===== config.mk =====
export PLATFORM = sky130hd
export DESIGN_NAME = positional_insert_delete_list_top
export DESIGN_NICKNAME = d
export VERILOG_FILES = /design/src/rtl/pidl_pkg.sv /design/src/rtl/pidl_sum.sv /design/src/rtl/pidl_seq.sv /design/src/rtl/positional_insert_delete_list_top.sv
export SDC_FILE = /design/constraint.sdc
export NUM_CORES = 2
export LEC_CHECK = 0
export BUFFER_PORTS_ARGS = -buffer_cell sky130_fd_sc_hd__buf_2
export CORE_MARGIN = 2
export CORE_UTILIZATION = 57
export DETAILED_ROUTE_END_ITERATION = 6
export HOLD_SLACK_MARGIN = 0.1
export PLACE_DENSITY = 0.78
export SETUP_SLACK_MARGIN = 0.5
export SYNTH_ARGS = -nofsm -noshare
export SYNTH_HDL_FRONTEND = slang
export SYNTH_HIERARCHICAL = 1
export SYNTH_SLANG_ARGS = --single-unit

===== constraint.sdc =====
create_clock -name clock -period 7.65 [get_ports clock]
set_clock_uncertainty 0.1 [all_clocks]
set_input_delay 2.295 -clock clock [delete_from_list [all_inputs] [get_ports clock]]
set_output_delay 2.295 -clock clock [all_outputs]
set_load 0.02 [all_outputs]

===== src/rtl/pidl_pkg.sv =====
// pidl_pkg: shared constants, codes and transaction types for the positional list
// no dependencies; imported by every module of the block
package pidl_pkg;

   localparam int DEPTH     = 64;
   localparam int IDX_W     = $clog2(DEPTH);
   localparam int CNT_W     = $clog2(DEPTH + 1);
   localparam int VAL_W     = 32;
   localparam int POS_W     = 16;
   localparam int FUNC_W    = 2;
   localparam int STATUS_W  = 2;
   localparam int CNT_OUT_W = 11;
   // exact sum of DEPTH values never wraps at this width
   localparam int SUM_W     = VAL_W + CNT_W + 1;

   localparam logic signed [VAL_W-1:0] THRESHOLD_RESET = VAL_W'(100);

   localparam logic [FUNC_W-1:0] FUNC_INSERT = 2'd0;
   localparam logic [FUNC_W-1:0] FUNC_DELETE = 2'd1;
   localparam logic [FUNC_W-1:0] FUNC_CHANGE = 2'd2;

   localparam logic [STATUS_W-1:0] STATUS_DONE  = 2'd0;
   localparam logic [STATUS_W-1:0] STATUS_EMPTY = 2'd1;
   localparam logic [STATUS_W-1:0] STATUS_FULL  = 2'd2;

   typedef struct packed {
      logic [FUNC_W-1:0]        func;
      logic [POS_W-1:0]         position;
      logic signed [VAL_W-1:0]  value;
   } req_type;

   typedef struct packed {
      logic [STATUS_W-1:0]      status;
      logic signed [VAL_W-1:0]  old_value;
      logic [POS_W-1:0]         used_position;
      logic [CNT_OUT_W-1:0]     entry_count;
      logic                     sum_over;
   } rsp_type;

   typedef struct packed {
      logic                     en;
      logic                     sub;
      logic signed [VAL_W-1:0]  operand;
   } sum_cmd_type;

endpackage


===== src/rtl/pidl_sum.sv =====
// pidl_sum: running sum of all list entries, one add or subtract per cycle
// depends on pidl_pkg; compares the sum with the threshold register
module pidl_sum (
   input  logic                             clock,
   input  logic                             reset,
   input  pidl_pkg::sum_cmd_type            cmd,
   input  logic signed [pidl_pkg::VAL_W-1:0] threshold,
   output logic                             over
);
   import pidl_pkg::*;

   logic signed [SUM_W-1:0] sum_ff;
   logic signed [SUM_W-1:0] sum_in;
   logic signed [SUM_W-1:0] operand_ext;
   logic signed [SUM_W-1:0] threshold_ext;

   assign operand_ext   = SUM_W'(cmd.operand);
   assign threshold_ext = SUM_W'(threshold);

   always_comb begin
      sum_in = sum_ff;
      if (cmd.en) begin
         if (cmd.sub) begin
            sum_in = sum_ff - operand_ext;
         end else begin
            sum_in = sum_ff + operand_ext;
         end
      end
   end

   assign over = (sum_ff > threshold_ext);

   always_ff @(posedge clock) begin
      if (reset) begin
         sum_ff <= '0;
      end else begin
         sum_ff <= sum_in;
      end
   end

endmodule


===== src/rtl/pidl_seq.sv =====
// pidl_seq: sequencer that holds the list memory and moves entries one per cycle
// depends on pidl_pkg; drives the running-sum unit through a command struct
module pidl_seq (
   input  logic                  clock,
   input  logic                  reset,
   input  logic                  req_valid,
   input  pidl_pkg::req_type     req_data,
   output logic                  req_stall,
   output pidl_pkg::sum_cmd_type sum_cmd,
   input  logic                  sum_over_now,
   output logic                  res_valid,
   output pidl_pkg::rsp_type     res_data,
   input  logic                  res_taken
);
   import pidl_pkg::*;

   typedef enum logic [2:0] {
      S_IDLE,
      S_OLD_RD,
      S_OLD_WAIT,
      S_SHIFT,
      S_WRITE,
      S_DONE
   } state_type;

   state_type               state_ff, state_in;
   logic [CNT_W-1:0]        count_ff, count_in;
   logic [FUNC_W-1:0]       func_ff, func_in;
   logic [IDX_W-1:0]        used_ff, used_in;
   logic signed [VAL_W-1:0] value_ff, value_in;
   logic signed [VAL_W-1:0] old_ff, old_in;
   logic [STATUS_W-1:0]     status_ff, status_in;
   logic                    ok_ff, ok_in;
   logic [IDX_W-1:0]        rd_ptr_ff, rd_ptr_in;
   logic [CNT_W-1:0]        left_ff, left_in;
   logic                    pend_ff, pend_in;
   logic [IDX_W-1:0]        wr_ptr_ff, wr_ptr_in;

   logic signed [VAL_W-1:0] mem [DEPTH];
   logic signed [VAL_W-1:0] rd_data_ff;
   logic                    mem_rd_en;
   logic [IDX_W-1:0]        mem_rd_addr;
   logic                    mem_wr_en;
   logic [IDX_W-1:0]        mem_wr_addr;
   logic signed [VAL_W-1:0] mem_wr_data;

   logic [POS_W-1:0]        count_wide;
   logic [CNT_W-1:0]        ins_pos;
   logic [CNT_W-1:0]        del_pos;
   logic                    is_insert;

   assign count_wide = POS_W'(count_ff);
   // insert past the end appends, delete or change past the end hits the last entry
   assign ins_pos = (req_data.position > count_wide) ? count_ff : CNT_W'(req_data.position);
   assign del_pos = (req_data.position >= count_wide) ? (count_ff - 1'b1)
                                                      : CNT_W'(req_data.position);
   assign is_insert = (func_ff == FUNC_INSERT);

   always_comb begin
      state_in    = state_ff;
      count_in    = count_ff;
      func_in     = func_ff;
      used_in     = used_ff;
      value_in    = value_ff;
      old_in      = old_ff;
      status_in   = status_ff;
      ok_in       = ok_ff;
      rd_ptr_in   = rd_ptr_ff;
      left_in     = left_ff;
      pend_in     = pend_ff;
      wr_ptr_in   = wr_ptr_ff;
      mem_rd_en   = 1'b0;
      mem_rd_addr = rd_ptr_ff;
      mem_wr_en   = 1'b0;
      mem_wr_addr = used_ff;
      mem_wr_data = value_ff;
      sum_cmd     = '0;
      res_valid   = 1'b0;

      unique case (state_ff)
         S_IDLE: begin
            if (req_valid) begin
               func_in   = req_data.func;
               value_in  = req_data.value;
               old_in    = '0;
               used_in   = '0;
               ok_in     = 1'b0;
               status_in = STATUS_DONE;
               pend_in   = 1'b0;
               state_in  = S_DONE;
               case (req_data.func) inside
                  FUNC_INSERT: begin
                     if (count_ff == CNT_W'(DEPTH)) begin
                        status_in = STATUS_FULL;
                     end else begin
                        ok_in     = 1'b1;
                        used_in   = IDX_W'(ins_pos);
                        rd_ptr_in = IDX_W'(count_ff - 1'b1);
                        left_in   = count_ff - ins_pos;
                        state_in  = S_SHIFT;
                     end
                  end
                  FUNC_DELETE, FUNC_CHANGE: begin
                     if (count_ff == '0) begin
                        status_in = STATUS_EMPTY;
                     end else begin
                        ok_in    = 1'b1;
                        used_in  = IDX_W'(del_pos);
                        state_in = S_OLD_RD;
                     end
                  end
                  default: begin
                     state_in = S_DONE;
                  end
               endcase
            end
         end
         S_OLD_RD: begin
            mem_rd_en   = 1'b1;
            mem_rd_addr = used_ff;
            state_in    = S_OLD_WAIT;
         end
         S_OLD_WAIT: begin
            old_in          = rd_data_ff;
            sum_cmd.en      = 1'b1;
            sum_cmd.sub     = 1'b1;
            sum_cmd.operand = rd_data_ff;
            if (func_ff == FUNC_CHANGE) begin
               state_in = S_WRITE;
            end else begin
               rd_ptr_in = used_ff + 1'b1;
               left_in   = count_ff - 1'b1 - CNT_W'(used_ff);
               pend_in   = 1'b0;
               state_in  = S_SHIFT;
            end
         end
         S_SHIFT: begin
            // read one entry ahead, write it one place over on the next cycle
            if (pend_ff) begin
               mem_wr_en   = 1'b1;
               mem_wr_addr = wr_ptr_ff;
               mem_wr_data = rd_data_ff;
            end
            if (left_ff != '0) begin
               mem_rd_en   = 1'b1;
               mem_rd_addr = rd_ptr_ff;
               left_in     = left_ff - 1'b1;
               pend_in     = 1'b1;
               if (is_insert) begin
                  wr_ptr_in = rd_ptr_ff + 1'b1;
                  rd_ptr_in = rd_ptr_ff - 1'b1;
               end else begin
                  wr_ptr_in = rd_ptr_ff - 1'b1;
                  rd_ptr_in = rd_ptr_ff + 1'b1;
               end
            end else begin
               pend_in = 1'b0;
               if (!pend_ff) begin
                  if (is_insert) begin
                     state_in = S_WRITE;
                  end else begin
                     count_in = count_ff - 1'b1;
                     state_in = S_DONE;
                  end
               end
            end
         end
         S_WRITE: begin
            mem_wr_en       = 1'b1;
            mem_wr_addr     = used_ff;
            mem_wr_data     = value_ff;
            sum_cmd.en      = 1'b1;
            sum_cmd.sub     = 1'b0;
            sum_cmd.operand = value_ff;
            if (is_insert) begin
               count_in = count_ff + 1'b1;
            end
            state_in = S_DONE;
         end
         S_DONE: begin
            res_valid = 1'b1;
            if (res_taken) begin
               state_in = S_IDLE;
            end
         end
         default: begin
            state_in = S_IDLE;
         end
      endcase
   end

   assign req_stall = (state_ff != S_IDLE);

   always_comb begin
      res_data.status        = status_ff;
      res_data.old_value     = old_ff;
      res_data.used_position = POS_W'(used_ff);
      res_data.entry_count   = CNT_OUT_W'(count_ff);
      res_data.sum_over      = ok_ff & sum_over_now;
   end

   always_ff @(posedge clock) begin
      if (mem_wr_en) begin
         mem[mem_wr_addr] <= mem_wr_data;
      end
      if (mem_rd_en) begin
         rd_data_ff <= mem[mem_rd_addr];
      end
   end

   always_ff @(posedge clock) begin
      if (reset) begin
         state_ff <= S_IDLE;
         count_ff <= '0;
         pend_ff  <= 1'b0;
      end else begin
         state_ff <= state_in;
         count_ff <= count_in;
         pend_ff  <= pend_in;
      end
      func_ff   <= func_in;
      used_ff   <= used_in;
      value_ff  <= value_in;
      old_ff    <= old_in;
      status_ff <= status_in;
      ok_ff     <= ok_in;
      rd_ptr_ff <= rd_ptr_in;
      left_ff   <= left_in;
      wr_ptr_ff <= wr_ptr_in;
   end

endmodule


===== src/rtl/positional_insert_delete_list_top.sv =====
// Positional insertion list: an ordered list of up to 64 signed 32-bit values held
// in a simple dual-port memory, one read port and one write port. Insert, delete and
// change each take one request transaction and give one response transaction. The block
// takes one request at a time: insert and delete move every entry behind the position
// by one place, one entry per cycle through the list memory. A stalled response holds
// the block until the output register takes it. The response sits in an output
// register; the threshold register may be written only while no request is in flight.
// depends on pidl_pkg, pidl_seq and pidl_sum
module positional_insert_delete_list_top (
   input  logic                             clock,
   input  logic                             reset,
   input  logic                             req_valid,
   output logic                             req_stall,
   input  pidl_pkg::req_type                req_data,
   output logic                             rsp_valid,
   input  logic                             rsp_stall,
   output pidl_pkg::rsp_type                rsp_data,
   input  logic                             csr_wr_en,
   input  logic signed [pidl_pkg::VAL_W-1:0] csr_wr_data
);
   import pidl_pkg::*;

   logic signed [VAL_W-1:0] threshold_ff;
   logic                    rsp_valid_ff, rsp_valid_in;
   rsp_type                 rsp_data_ff, rsp_data_in;
   sum_cmd_type             sum_cmd;
   logic                    sum_over_now;
   logic                    res_valid;
   rsp_type                 res_data;
   logic                    res_taken;

   pidl_seq u_seq (
      .clock        (clock),
      .reset        (reset),
      .req_valid    (req_valid),
      .req_data     (req_data),
      .req_stall    (req_stall),
      .sum_cmd      (sum_cmd),
      .sum_over_now (sum_over_now),
      .res_valid    (res_valid),
      .res_data     (res_data),
      .res_taken    (res_taken)
   );

   pidl_sum u_sum (
      .clock     (clock),
      .reset     (reset),
      .cmd       (sum_cmd),
      .threshold (threshold_ff),
      .over      (sum_over_now)
   );

   // output slot is free when empty or being drained this cycle
   assign res_taken = res_valid & (~rsp_valid_ff | ~rsp_stall);

   always_comb begin
      rsp_valid_in = rsp_valid_ff;
      rsp_data_in  = rsp_data_ff;
      if (res_taken) begin
         rsp_valid_in = 1'b1;
         rsp_data_in  = res_data;
      end else if (!rsp_stall) begin
         rsp_valid_in = 1'b0;
      end
   end

   assign rsp_valid = rsp_valid_ff;
   assign rsp_data  = rsp_data_ff;

   always_ff @(posedge clock) begin
      if (reset) begin
         threshold_ff <= THRESHOLD_RESET;
         rsp_valid_ff <= 1'b0;
      end else begin
         if (csr_wr_en) begin
            threshold_ff <= csr_wr_data;
         end
         rsp_valid_ff <= rsp_valid_in;
      end
      rsp_data_ff <= rsp_data_in;
   end

endmodule


==> flow_metrics.env <==
export IMPL_status="completed"
export IMPL_finalSetupViolations=0
export IMPL_numClockSinks=2320
export IMPL_hold_path_class="reg -> reg"
export IMPL_critPathLaunchType="flip-flop"
export IMPL_yosysWarnings=6
export IMPL_globalplace_congestion=0.8928
export IMPL_end_kind="flip-flop"
export IMPL_netlist_area_um2=93610
export IMPL_via_count=54018
export IMPL_vdd_drop_max_uv=345.3
export IMPL_initial_core_util_pct=57.44
export IMPL_numCtsBuffers=217
export IMPL_timing_slew_headroom_pct=7.554
export IMPL_r2r_start="u_seq/state_ff[2]$_SDFFE_PP0P_"
export IMPL_yosys_top_cells_area="edfxtp_1 (72%), mux2i_1 (12%), o22ai_1 (3.5%)"
export IMPL_antenna_found_initial=7
export IMPL_fmax_mhz=152.6
export IMPL_timing_hold_ws_ns=0.3152
export IMPL_r2r_end="u_sum/sum_ff[39]$_SDFFE_PP0P_"
export IMPL_syn_to_final_growth_pct=12.61
export IMPL_clock_root_buffer="clkbuf_16"
export IMPL_h_tree_depth=4
export IMPL_cp_required_ns=8.30
export IMPL_reg2regPathDepth=20
export IMPL_ant_nets=0
export IMPL_wl_per_cell_um=29.89
export IMPL_slew_violations=0
export IMPL_grt_pass1_vias=52853
export IMPL_cts_tree="done"
export IMPL_seqCellArea_um2=68830
export IMPL_synth_top_area_share_pct=71.73
export IMPL_crit_arrival_ns=7.20
export IMPL_fin_crit_sh_pct=85.65
export IMPL_cp_max_fo=14
export IMPL_whs_path_depth=0
export IMPL_dpl_hpwl_um=143800
export IMPL_hold_violations=0
export IMPL_path_clk_slew_ns=0.06
export IMPL_clk_latency_ns=0.87
export IMPL_final_nets=6131
export IMPL_drt_initial_drc_count=7088
export IMPL_rsz0062_at_grt="false"
export IMPL_grt_usage_pct=29.18
export IMPL_synth_edf_count=2236
export IMPL_synth_main_ff_cell="edfxtp_1"
export IMPL_vias_per_cell=6.518
export IMPL_multi_input_area_um2=24100
export IMPL_synth_seq_cells=2320
export IMPL_chipWidth_um=409.2
export IMPL_yosysUniqueCellTypes=79
export IMPL_seq_area_frac_synth_pct=73.53
export IMPL_synth_top_area_cell="edfxtp_1"
export IMPL_drc_errors=0
export IMPL_tightest_slew_ns=1.369
export IMPL_power_density_nw_per_um2=402.7
export IMPL_min_from="u_seq/old_ff[27]$_SDFFCE_PN0P_"
export IMPL_io_buffers=150
export IMPL_criticalPathCategory="reg -> reg"
export IMPL_ios=151
export IMPL_die_y_um=409.2
export IMPL_cap_violations=0
export IMPL_grt_ovfl_total=0
export IMPL_setup_ws_ns=1.097
export IMPL_coreArea_um2=163000
export IMPL_fillers=10752
export IMPL_min_to="rsp_data[55]$_DFFE_PP_"
export IMPL_post_place_ws_ns=0.9553
export IMPL_avgSynthCellArea_um2=16.49
export IMPL_rrSetupSlack_ns=1.10
export IMPL_netlist_instances=5677
export IMPL_clock_path_buffers=3
export IMPL_final_layout_size_suffix_gt1_share_pct=13.70
export IMPL_dr_pass1_iters=6
export IMPL_grt_pass1_wl_um=354300
export IMPL_setup_tns_ns=0
export IMPL_rows=148
export IMPL_dieArea_um2=167500
export IMPL_routed_wl_um=247700
export IMPL_cts_hold_buf=0
export IMPL_async_reset_ff_share_pct=0
export IMPL_fin_crit_ns=6.553
export IMPL_total_power_w=0.04245
export IMPL_leakage_nw=36.25
export IMPL_grt_max_degree=117
==> where the power goes <==
group | internal, W | leakage, nW | total (W) | switching, W
clock network | 0.00596 | 3.38 | 0.0106 | 0.00463
registers | 0.0154 | 20.9 | 0.0158 | 0.000418
logic | 0.00561 | 12.0 | 0.0161 | 0.0105
total | 0.0269 | 36.2 | 0.0425 | 0.0155
==> how the worst max path moves through the flow <==
stage | startpoint | to | slack [ns] | depth (start not counted)
3_3_place_gp | u_seq/state_ff[2]$_SDFFE_PP0P_ | u_sum/sum_ff[39]$_SDFFE_PP0P_ | 1.05 | 20
3_5_place_dp | u_seq/state_ff[2]$_SDFFE_PP0P_ | u_sum/sum_ff[39]$_SDFFE_PP0P_ | 0.96 | 20
5_1_grt | u_seq/state_ff[2]$_SDFFE_PP0P_ | u_sum/sum_ff[39]$_SDFFE_PP0P_ | 0.54 | 20
6_report | u_seq/state_ff[2]$_SDFFE_PP0P_ | u_sum/sum_ff[39]$_SDFFE_PP0P_ | 1.10 | 20
2_1_floorplan | rsp_stall | u_seq/state_ff[0]$_SDFFE_PP0P_ | 1.30 | 5
4_1_cts | u_seq/state_ff[2]$_SDFFE_PP0P_ | u_sum/sum_ff[39]$_SDFFE_PP0P_ | 0.93 | 20
==> kinds of logic (layout without fill, tap and decap cells) <==
group	after synthesis	after routing	share of synthesized area [%]
flops	2320	2320	73.53
buf+inv	407	825	1.958
compound gates	1002	1002	7.102
other cells	1	18	0.004006
mux	1096	1096	11.74
xor+xnor	98	98	0.9169
fa+ha+maj	109	109	1.481
simple gates	644	644	3.271
==> worst max-delay path: stages, from the launching register on <==
cell	delay [ns]
dfxtp_1	0.60
nand2b_2	0.44
nor2_4	0.13
and2_1	0.19
a21o_1	0.21
or4_1	0.63
nor3_1	0.51
and2_1	0.26
nand2_1	0.11
nor3b_1	0.56
a21oi_1	0.16
xnor2_1	0.17
ha_1	0.38
a21oi_1	0.20
o21ai_0	0.15
or2_0	0.25
o21a_1	0.22
a211oi_1	0.44
nor4_1	0.15
a211oi_2	0.23
mux2_4	0.32
==> cell usage in the layout (no fill, tap or decap), types with 14 or more instances in the layout <==
cell type  count
nor2_1       148
edfxtp_1    2236
clkbuf_16    219
nor2b_1       21
a31oi_1       14
xor2_1        26
inv_1         85
o41ai_2       49
nand2_1      152
a21oi_1      111
buf_12        20
buf_2        150
o21a_1        14
bufinv_16     20
nor2_4        63
xnor2_1       72
mux2i_1     1093
dfxtp_1       84
nor3_1        21
o41ai_1       79
and2_1        35
o22ai_1      527
o21ai_0       47
nand3_1       30
nand2b_1      18
buf_4        176
a211oi_1      15
clkinv_2      34
nand4_1       46
ha_1         106
clkinv_1      47
nand2_2       33
a21o_1        68
clkbuf_1      43
conb_1        14
==> layer usage <==
layer  GRT usage, %  routed length, um
met5              0                 46
met4          14.59              13560
met3          6.624              29770
met2          46.04             115100
met1          38.37              89250
==> sequential cells by signal (all words and copies together) (netlist names) <==
signal / count
u_seq/mem: 2048
rsp_data: 62
u_sum/sum_ff: 40
threshold_ff: 32
u_seq/old_ff: 32
u_seq/rd_data_ff: 32
u_seq/value_ff: 32
u_seq/count_ff: 7
u_seq/left_ff: 7
u_seq/rd_ptr_ff: 6
u_seq/used_ff: 6
u_seq/wr_ptr_ff: 6
u_seq/state_ff: 3
u_seq/func_ff: 2
u_seq/status_ff: 2
rsp_valid: 1
u_seq/ok_ff: 1
u_seq/pend_ff: 1
==> repair_timing <==
action,4_1_cts,5_1_grt
gates resized for setup,0,1
buffers inserted,0,0
hold endpoints to repair,0,0
endpoints found under the setup margin,0,2
==> final cells by class <==
type                       instances  share of cell area (%)
timing repair buffer             346                   2.345
antenna                            4                0.009496
tap                             2175                   2.582
clock inverter                   126                   1.189
sequential                      2320                   65.29
multi-input combinational       2963                   22.87
inverter                          87                  0.3098
clock buffer                     266                   5.404
==> per-stage QoR <==
stage          cells  instance area, um^2  util (%)
2_1_floorplan   5690                93650         -
3_3_place_gp    7891                98450     60.41
3_5_place_dp    7891                98450     60.41
4_1_cts         8283               105400     64.68
5_1_grt         8284               105400     64.68
6_report        8287               105400     64.69
==> Yosys cell counts (4+ instances only) <==
cell type / instances
nand2_1: 193
o2111ai_1: 4
buf_1: 33
o21a_1: 14
edfxtp_1: 2236
nand3_1: 31
nor4_1: 9
a211oi_1: 15
nand4_1: 46
buf_2: 136
buf_4: 17
o21ai_0: 48
inv_1: 85
o41ai_1: 128
o311ai_1: 4
ha_1: 106
o211ai_1: 8
o21bai_1: 6
clkbuf_1: 128
a21o_1: 68
nor3b_1: 6
and2_1: 35
or3_1: 7
a211o_1: 5
nand3b_1: 6
nand2b_1: 19
xor2_1: 26
a31oi_1: 14
a21oi_1: 112
o22ai_1: 528
o31ai_1: 10
dfxtp_1: 84
nor2b_1: 21
xnor2_1: 72
mux2i_1: 1093
and4_1: 4
and3_1: 12
o21ai_1: 13
nor3_1: 24
nor2_1: 211
(Power assumes the default switching activity.)
